--- config.mk ---
export PLATFORM = sky130hd
export DESIGN_NAME = tccw_ctrl
export DESIGN_NICKNAME = d
export VERILOG_FILES = /design/src/rtl/tccw_pkg.sv /design/src/rtl/tccw_ctrl.sv
export SDC_FILE = /design/constraint.sdc
export NUM_CORES = 1
export LEC_CHECK = 0
export BUFFER_PORTS_ARGS = -buffer_cell sky130_fd_sc_hd__clkbuf_2
export CAP_MARGIN = 20
export CORE_AREA = 4 4 41 43
export CTS_BUF_LIST = sky130_fd_sc_hd__clkbuf_16
export CTS_CLUSTER_SIZE = 14
export DETAILED_ROUTE_END_ITERATION = 7
export DIE_AREA = 0 0 45 47
export PLACE_DENSITY = 0.66
export SETUP_SLACK_MARGIN = 0.3
export SLEW_MARGIN = 40
export SYNTH_ARGS = -nofsm -noshare
export SYNTH_HDL_FRONTEND = slang
export SYNTH_SLANG_ARGS = --single-unit
--- constraint.sdc ---
create_clock -name clk -period 1.6 [get_ports clk]
set_input_delay 0.24 -clock clk [delete_from_list [all_inputs] [get_ports clk]]
set_output_delay 0.24 -clock clk [all_outputs]
set_load 0.02 [all_outputs]
--- src/rtl/tccw_pkg.sv ---
// Package for the text console cell writer.
// Holds the beat payload types, command and character codes, register
// indexes and the controller-to-datapath command and status structs.
package tccw_pkg;

    // Command codes carried in the cmd field.
    localparam logic [2:0] CMD_WRITE  = 3'd0;
    localparam logic [2:0] CMD_MOVE   = 3'd1;
    localparam logic [2:0] CMD_CLEAR  = 3'd2;
    localparam logic [2:0] CMD_DELETE = 3'd3;
    localparam logic [2:0] CMD_READ   = 3'd4;

    // Character codes with special meaning.
    localparam logic [7:0] CH_NEWLINE = 8'd10;
    localparam logic [7:0] CH_BS      = 8'd8;
    localparam logic [7:0] CH_DEL     = 8'd127;
    localparam logic [7:0] CH_SPACE   = 8'd32;

    // Configuration register indexes.
    localparam logic [1:0] REG_SCROLL_ENABLE = 2'd0;
    localparam logic [1:0] REG_SCROLL_FIRST  = 2'd1;
    localparam logic [1:0] REG_SCROLL_LAST   = 2'd2;

    // Sweep setup kinds issued by the controller.
    localparam logic [2:0] SET_NONE  = 3'd0;
    localparam logic [2:0] SET_CLEAR = 3'd1;
    localparam logic [2:0] SET_DEL   = 3'd2;
    localparam logic [2:0] SET_LAST  = 3'd3;
    localparam logic [2:0] SET_COPY  = 3'd4;

    typedef struct packed {
        logic [2:0] cmd;
        logic [7:0] char_code;
        logic [6:0] target_col;
        logic [5:0] target_row;
        logic [5:0] line_count;
    } item_t;

    typedef struct packed {
        logic [6:0] cursor_col_out;
        logic [5:0] cursor_row_out;
        logic [7:0] cell_data;
    } result_t;

    typedef struct packed {
        logic       load;
        logic [2:0] setup;
        logic       fill_step;
        logic       copy_rd;
        logic       copy_wr;
        logic       rd_issue;
        logic       finish;
    } dp_cmd_t;

    typedef struct packed {
        logic [2:0] cmd;
        logic       newline;
        logic       scroll_hit;
        logic       del_nonzero;
        logic       col_last;
        logic       row_done;
        logic       copy_done;
        logic       out_free;
    } dp_stat_t;

endpackage

--- src/rtl/tccw_ctrl.sv ---
// Controller of the text console cell writer: sequences the clearing
// pass, item intake, row sweeps and the result. Depends on tccw_pkg.
module tccw_ctrl
    import tccw_pkg::*;
(
    input  logic     clk,
    input  logic     rst_n,
    input  logic     item_valid,
    output logic     item_stall,
    input  dp_stat_t stat,
    output dp_cmd_t  cmd
);

    localparam logic [2:0] S_INIT = 3'd0;
    localparam logic [2:0] S_IDLE = 3'd1;
    localparam logic [2:0] S_DISP = 3'd2;
    localparam logic [2:0] S_CPRD = 3'd3;
    localparam logic [2:0] S_CPWR = 3'd4;
    localparam logic [2:0] S_LAST = 3'd5;
    localparam logic [2:0] S_FILL = 3'd6;
    localparam logic [2:0] S_FIN  = 3'd7;

    logic [2:0] state_reg, state_next;

    assign item_stall = !(state_reg == S_IDLE && stat.out_free);

    // Next state and datapath commands.
    always_comb
    begin
        state_next = state_reg;
        cmd        = '0;
        unique case (state_reg)
            S_INIT:
            begin
                cmd.fill_step = 1'b1;
                if (stat.row_done && stat.col_last)
                    state_next = S_IDLE;
            end
            S_IDLE:
            begin
                if (item_valid && !item_stall)
                begin
                    cmd.load   = 1'b1;
                    state_next = S_DISP;
                end
            end
            S_DISP:
            begin
                case (stat.cmd)
                    CMD_WRITE:
                    begin
                        // A newline on the last row of an active region scrolls it.
                        if (stat.scroll_hit && stat.newline)
                        begin
                            cmd.setup  = SET_COPY;
                            state_next = S_CPRD;
                        end
                        else
                        begin
                            cmd.finish = 1'b1;
                            state_next = S_IDLE;
                        end
                    end
                    CMD_CLEAR:
                    begin
                        cmd.setup  = SET_CLEAR;
                        state_next = S_FILL;
                    end
                    CMD_DELETE:
                    begin
                        if (stat.del_nonzero)
                        begin
                            cmd.setup  = SET_DEL;
                            state_next = S_FILL;
                        end
                        else
                        begin
                            cmd.finish = 1'b1;
                            state_next = S_IDLE;
                        end
                    end
                    CMD_READ:
                    begin
                        cmd.rd_issue = 1'b1;
                        state_next   = S_FIN;
                    end
                    default:
                    begin
                        cmd.finish = 1'b1;
                        state_next = S_IDLE;
                    end
                endcase
            end
            S_CPRD:
            begin
                cmd.copy_rd = 1'b1;
                state_next  = S_CPWR;
            end
            S_CPWR:
            begin
                cmd.copy_wr = 1'b1;
                if (stat.col_last && stat.copy_done)
                    state_next = S_LAST;
                else
                    state_next = S_CPRD;
            end
            S_LAST:
            begin
                cmd.setup  = SET_LAST;
                state_next = S_FILL;
            end
            S_FILL:
            begin
                cmd.fill_step = 1'b1;
                if (stat.row_done && stat.col_last)
                    state_next = S_FIN;
            end
            S_FIN:
            begin
                cmd.finish = 1'b1;
                state_next = S_IDLE;
            end
            default:
                state_next = S_IDLE;
        endcase
    end

    always_ff @(posedge clk or negedge rst_n)
    begin
        if (!rst_n)
            state_reg <= S_INIT;
        else
            state_reg <= state_next;
    end

    // Items are taken only in idle.
    a_take_idle: assert property (@(posedge clk) disable iff (!rst_n)
        cmd.load |-> (state_reg == S_IDLE))
        else $error("item taken outside idle");

    // Every copy read is followed by its write.
    a_copy_pair: assert property (@(posedge clk) disable iff (!rst_n)
        cmd.copy_rd |=> cmd.copy_wr)
        else $error("copy read without write");

    // A loaded item is dispatched in the next cycle.
    a_dispatch: assert property (@(posedge clk) disable iff (!rst_n)
        cmd.load |=> (state_reg == S_DISP))
        else $error("loaded item not dispatched");

endmodule

# Word-level counts from Yosys, hierarchy flattened
# Cells that the tools add are included.
totals:
  input_bits: 13
  wordCells: 48
  reg_bits: 3
classes:
  n_eq_ne: 13
  n_reduce_logical: 11
  n_mux: 23
ops:
  columns: ["op", "n"]
  rows:
  - ["one-hot mux 3 bit (8 select lines)", 1]
  - ["two-way mux 3 bit", 6]
  - ["equality test 3 bit, second input constant", 5]
  - ["equality test 3 x 2 -> 1 bit, second input constant", 4]
  - ["one-hot mux 3 bit (4 select lines)", 1]
  - ["two-way mux 1 bit", 9]
  - ["one-hot mux 3 bit (3 select lines)", 1]
  - ["logical NOT 3 bit", 2]
  - ["one-hot mux 3 bit (2 select lines)", 1]
  - ["logical AND 1 bit", 5]
  - ["two-way mux 2 bit", 2]
  - ["!= test 2 bit, second input constant", 2]
  - ["OR reduction 2 bit", 2]
  - ["equality test 3 x 1 -> 1 bit, second input constant", 1]
  - ["one-hot mux 1 bit (3 select lines)", 1]
  - ["AND reduction 3 bit", 1]
  - ["!= test 2 x 1 -> 1 bit, second input constant", 1]
  - ["one-hot mux 1 bit (2 select lines)", 1]
  - ["logical NOT 1 bit", 1]

# Depth between registers and ports, before layout
logic_depth:
  ltp_word: 5
  mapped_depth: 4
  depth_no_buf: 3

# Least setup slack after synthesis
# OpenSTA, ideal clock, no wires.
synth_timing:
  kind: "reg-to-output"
  startpoint: "register state_reg[2]"
  endpoint: "output port cmd[8] (netlist bit)"
  path_slack_ps: 54
  t_required_ps: 1360
  stages_incl_launch_ff: 5
  arrival_time_ps: 1306
  path_cell_list: "dfrtp_1 -> buf_2 -> nor2_1 -> nand3_1 -> nor2_1"
synth_lines:
  columns: ["item", "line", "text"]
  rows:
  - ["from (decl)", "tccw_ctrl.sv:23", "logic [2:0] state_reg, state_next;"]
  - ["from (signal assigned)", "tccw_ctrl.sv:133", "state_reg <= state_next;"]
  - ["to (decl)", "tccw_ctrl.sv:11", "output dp_cmd_t cmd"]

==> qor.yml <==
cp-start-kind: "register"
die_h_um: 47
crit_type: "register to output pin"
tightestPinTransition_ns: 0.282
nets: 98
finalCriticalPeriod_ns: 1.62
drt-initial-drc-count: 8
hold_viol: 0
p_leak_nw: 0.359
placed_cell_area_um2: 559
maxSlewHeadroom_pct: 81.2
worstReg2RegEnd: "state_reg[1]"
cts_tree: "done"
final_area_um2: 803
cp.arrival_ns: 1.38
maxCapViolCount: 0
endpoint_kind: "output pin"
cts.sinks: 3
powerDensity_mw_per_mm2: 2030
ant_nets: 0
wire_per_inst_um: 15.1
fill_cells: 117
clockBufferDepth: 2
yosys_warnings: 0
die-area_mm2: 0.00212
hp-start: "stat[2]"
cp_max_fo: 5
crit-reg2reg-launch: "state_reg[0]"
start_util_pct: 30.2
failed_checks: "setup timing"
clk_pin_slew_ns: 0.03
crit_slowest_cell: "dfrtp_2"
rows: 13
largest_reg_flops: 3
cts_buffers: 3
fin_ws_ns: -0.0222
dr.pass1.iters: 4
rrSetupSlack_ns: 0.33
syn_avg_cell_area_um2: 7.70
vias_per_cell: 5.46
crit_buf_inv: 2
status: "finished with violations"
antenna_found_initial: 0
fin_crit_sh_pct: 101
holdPathStages: 3
required_ns: 1.36
root_buffer: "clkbuf_16"
place_hpwl_um: 906
ff2ff_path_depth: 3
die_w_um: 45
num_io_pins: 23
grt_pass1_wl_um: 2480
clk_latency_ns: 0.22
cts_htree_levels: 1
track_usage_pct: 17.1
timing.fmax_ghz: 0.616
cpPeakStageDelay_ns: 0.46
grt_pass1_vias: 547
syn2layout_area_growth_pct: 104
rsz0062_at_grt: "yes"
drc: 0
diodes: 0
vias: 541
ys_ff_latch: 3
coreArea_mm2: 0.00130
crit_family: "flip-flops"
numPortBuffers: 22
min_path_type: "input pin to register"
grt_max_degree: 9
peakVddDrop_uv: 1010
synth_cell_type_count: 32
worstPathCellList: "buf_6, or2_1, a21oi_2, clkbuf_8"
clock_skew_ns: 0.000741
wl_um: 1500
slew_viol_final: 0
power_w: 0.00163
syn-num-nets: 64
holdPathEnd: "state_reg[0]"
setup_viol_count_final: 4
ys_seq_area_share_pct: 19.1
syn_area_um2: 393
netlist_instances: 51
drive_gt1_share_pct: 69.0
crit_start: "state_reg[2]"
grt.overflow.total: 0
gp_congestion: 0.757
## power breakdown
group / internal (W) / switching, W
sequential: 0.000123 / 0.0000921
combinational: 0.000557 / 0.000469
clock: 0.000322 / 0.0000714
## kinds of logic (layout without fill, tap and decap cells)
| group | count (synthesis) | in the layout | share of synthesized area, % |
|---|---|---|---|
| flops | 3 | 3 | 19.1 |
| xor+xnor | 1 | 1 | 2.23 |
| compound gates | 15 | 15 | 29.9 |
| buf+inv | 4 | 37 | 5.41 |
| mux | 1 | 1 | 2.55 |
| simple gates | 27 | 27 | 40.8 |
## cells in the final DEF (no fill, tap or decap), types with 2 or more instances in the layout
cell type | netlist | final
clkbuf_2 | 0 | 14
buf_4 | 0 | 7
nand2_1 | 8 | 6
nor2_1 | 6 | 4
buf_6 | 0 | 4
clkbuf_16 | 0 | 3
clkbuf_8 | 0 | 3
dfrtp_2 | 0 | 3
nand2_2 | 0 | 2
nand4_1 | 2 | 2
o21ai_2 | 0 | 2
a21oi_2 | 1 | 2
and3_2 | 2 | 2
nand3_2 | 1 | 2
inv_1 | 1 | 2
## metal layers
layer	up-vias	routed length [um]	track usage (%)
li1	257	-	-
met1	245	555	17.4
met2	30	763	29.4
met3	9	113	3.83
met4	0	65	15.2
met5	-	0	0
## cells in the mapped netlist
cell       number  area [um^2]
a211o_1         1         8.76
a211oi_1        1         7.51
a21bo_2         1         10.0
a21o_2          1         8.76
a21oi_1         2         10.0
a21oi_2         1         8.76
a221oi_2        1         15.0
a22oi_1         1         7.51
a31o_1          1         8.76
a31oi_1         1         6.26
a32oi_1         1         8.76
and3_2          2         15.0
buf_2           2         10.0
clkbuf_4        1         7.51
dfrtp_1         3         75.1
inv_1           1         3.75
mux2i_1         1         10.0
nand2_1         8         30.0
nand2b_1        1         6.26
nand3_1         1         5.00
nand3_2         1         10.0
nand3b_1        1         7.51
nand4_1         2         12.5
nand4bb_2       1         16.3
nor2_1          6         22.5
nor2b_2         1         8.76
nor3b_1         1         7.51
nor3b_2         1         12.5
o211ai_1        1         7.51
o21ai_1         2         10.0
or2_1           1         6.26
xnor2_1         1         8.76
## worst min-delay path, stage by stage
cell and delay (ns):
clkbuf_2 0.08, nand2_1 0.06, a32oi_1 0.05
## area by class of cell
type	instances	area (um^2)	area share, %
tap	15	18.8	2.34
timing repair buffer	32	262	32.6
clock inverter	1	3.75	0.467
multi-input combinational	44	362	45.0
clock buffer	3	75.1	9.35
sequential	3	78.8	9.81
inverter	1	3.75	0.467
## through the flow
step,instances,util [%],setup WS (ns),hold WS [ns],TNS [ns]
after floorplan,51,-,0.237,-0.0556,0
after global placement,87,43.0,0.128,0.0365,0
after detailed placement,87,43.0,0.106,0.0371,0
after CTS,99,60.9,-0.0217,0.252,-0.0447
after global routing,99,61.7,-0.0854,0.271,-0.412
final,99,61.7,-0.0222,0.253,-0.0482
## how the worst max path moves through the flow
stage,endpoint,depth (start not counted)
after floorplan,cmd[8],4
after global placement,cmd[6],4
after detailed placement,cmd[6],4
after CTS,cmd[4],4
after global routing,cmd[5],4
final,cmd[4],4
## repair_timing
action                     4_1_cts  5_1_grt
setup buffers                    7        0
hold buffers                     1        0
hold endpoints to repair         3        0
pin swaps                        7        4
setup endpoints to repair       11       11
resized for setup               22        7
No activity file was read; power rests on OpenSTA's default activity.
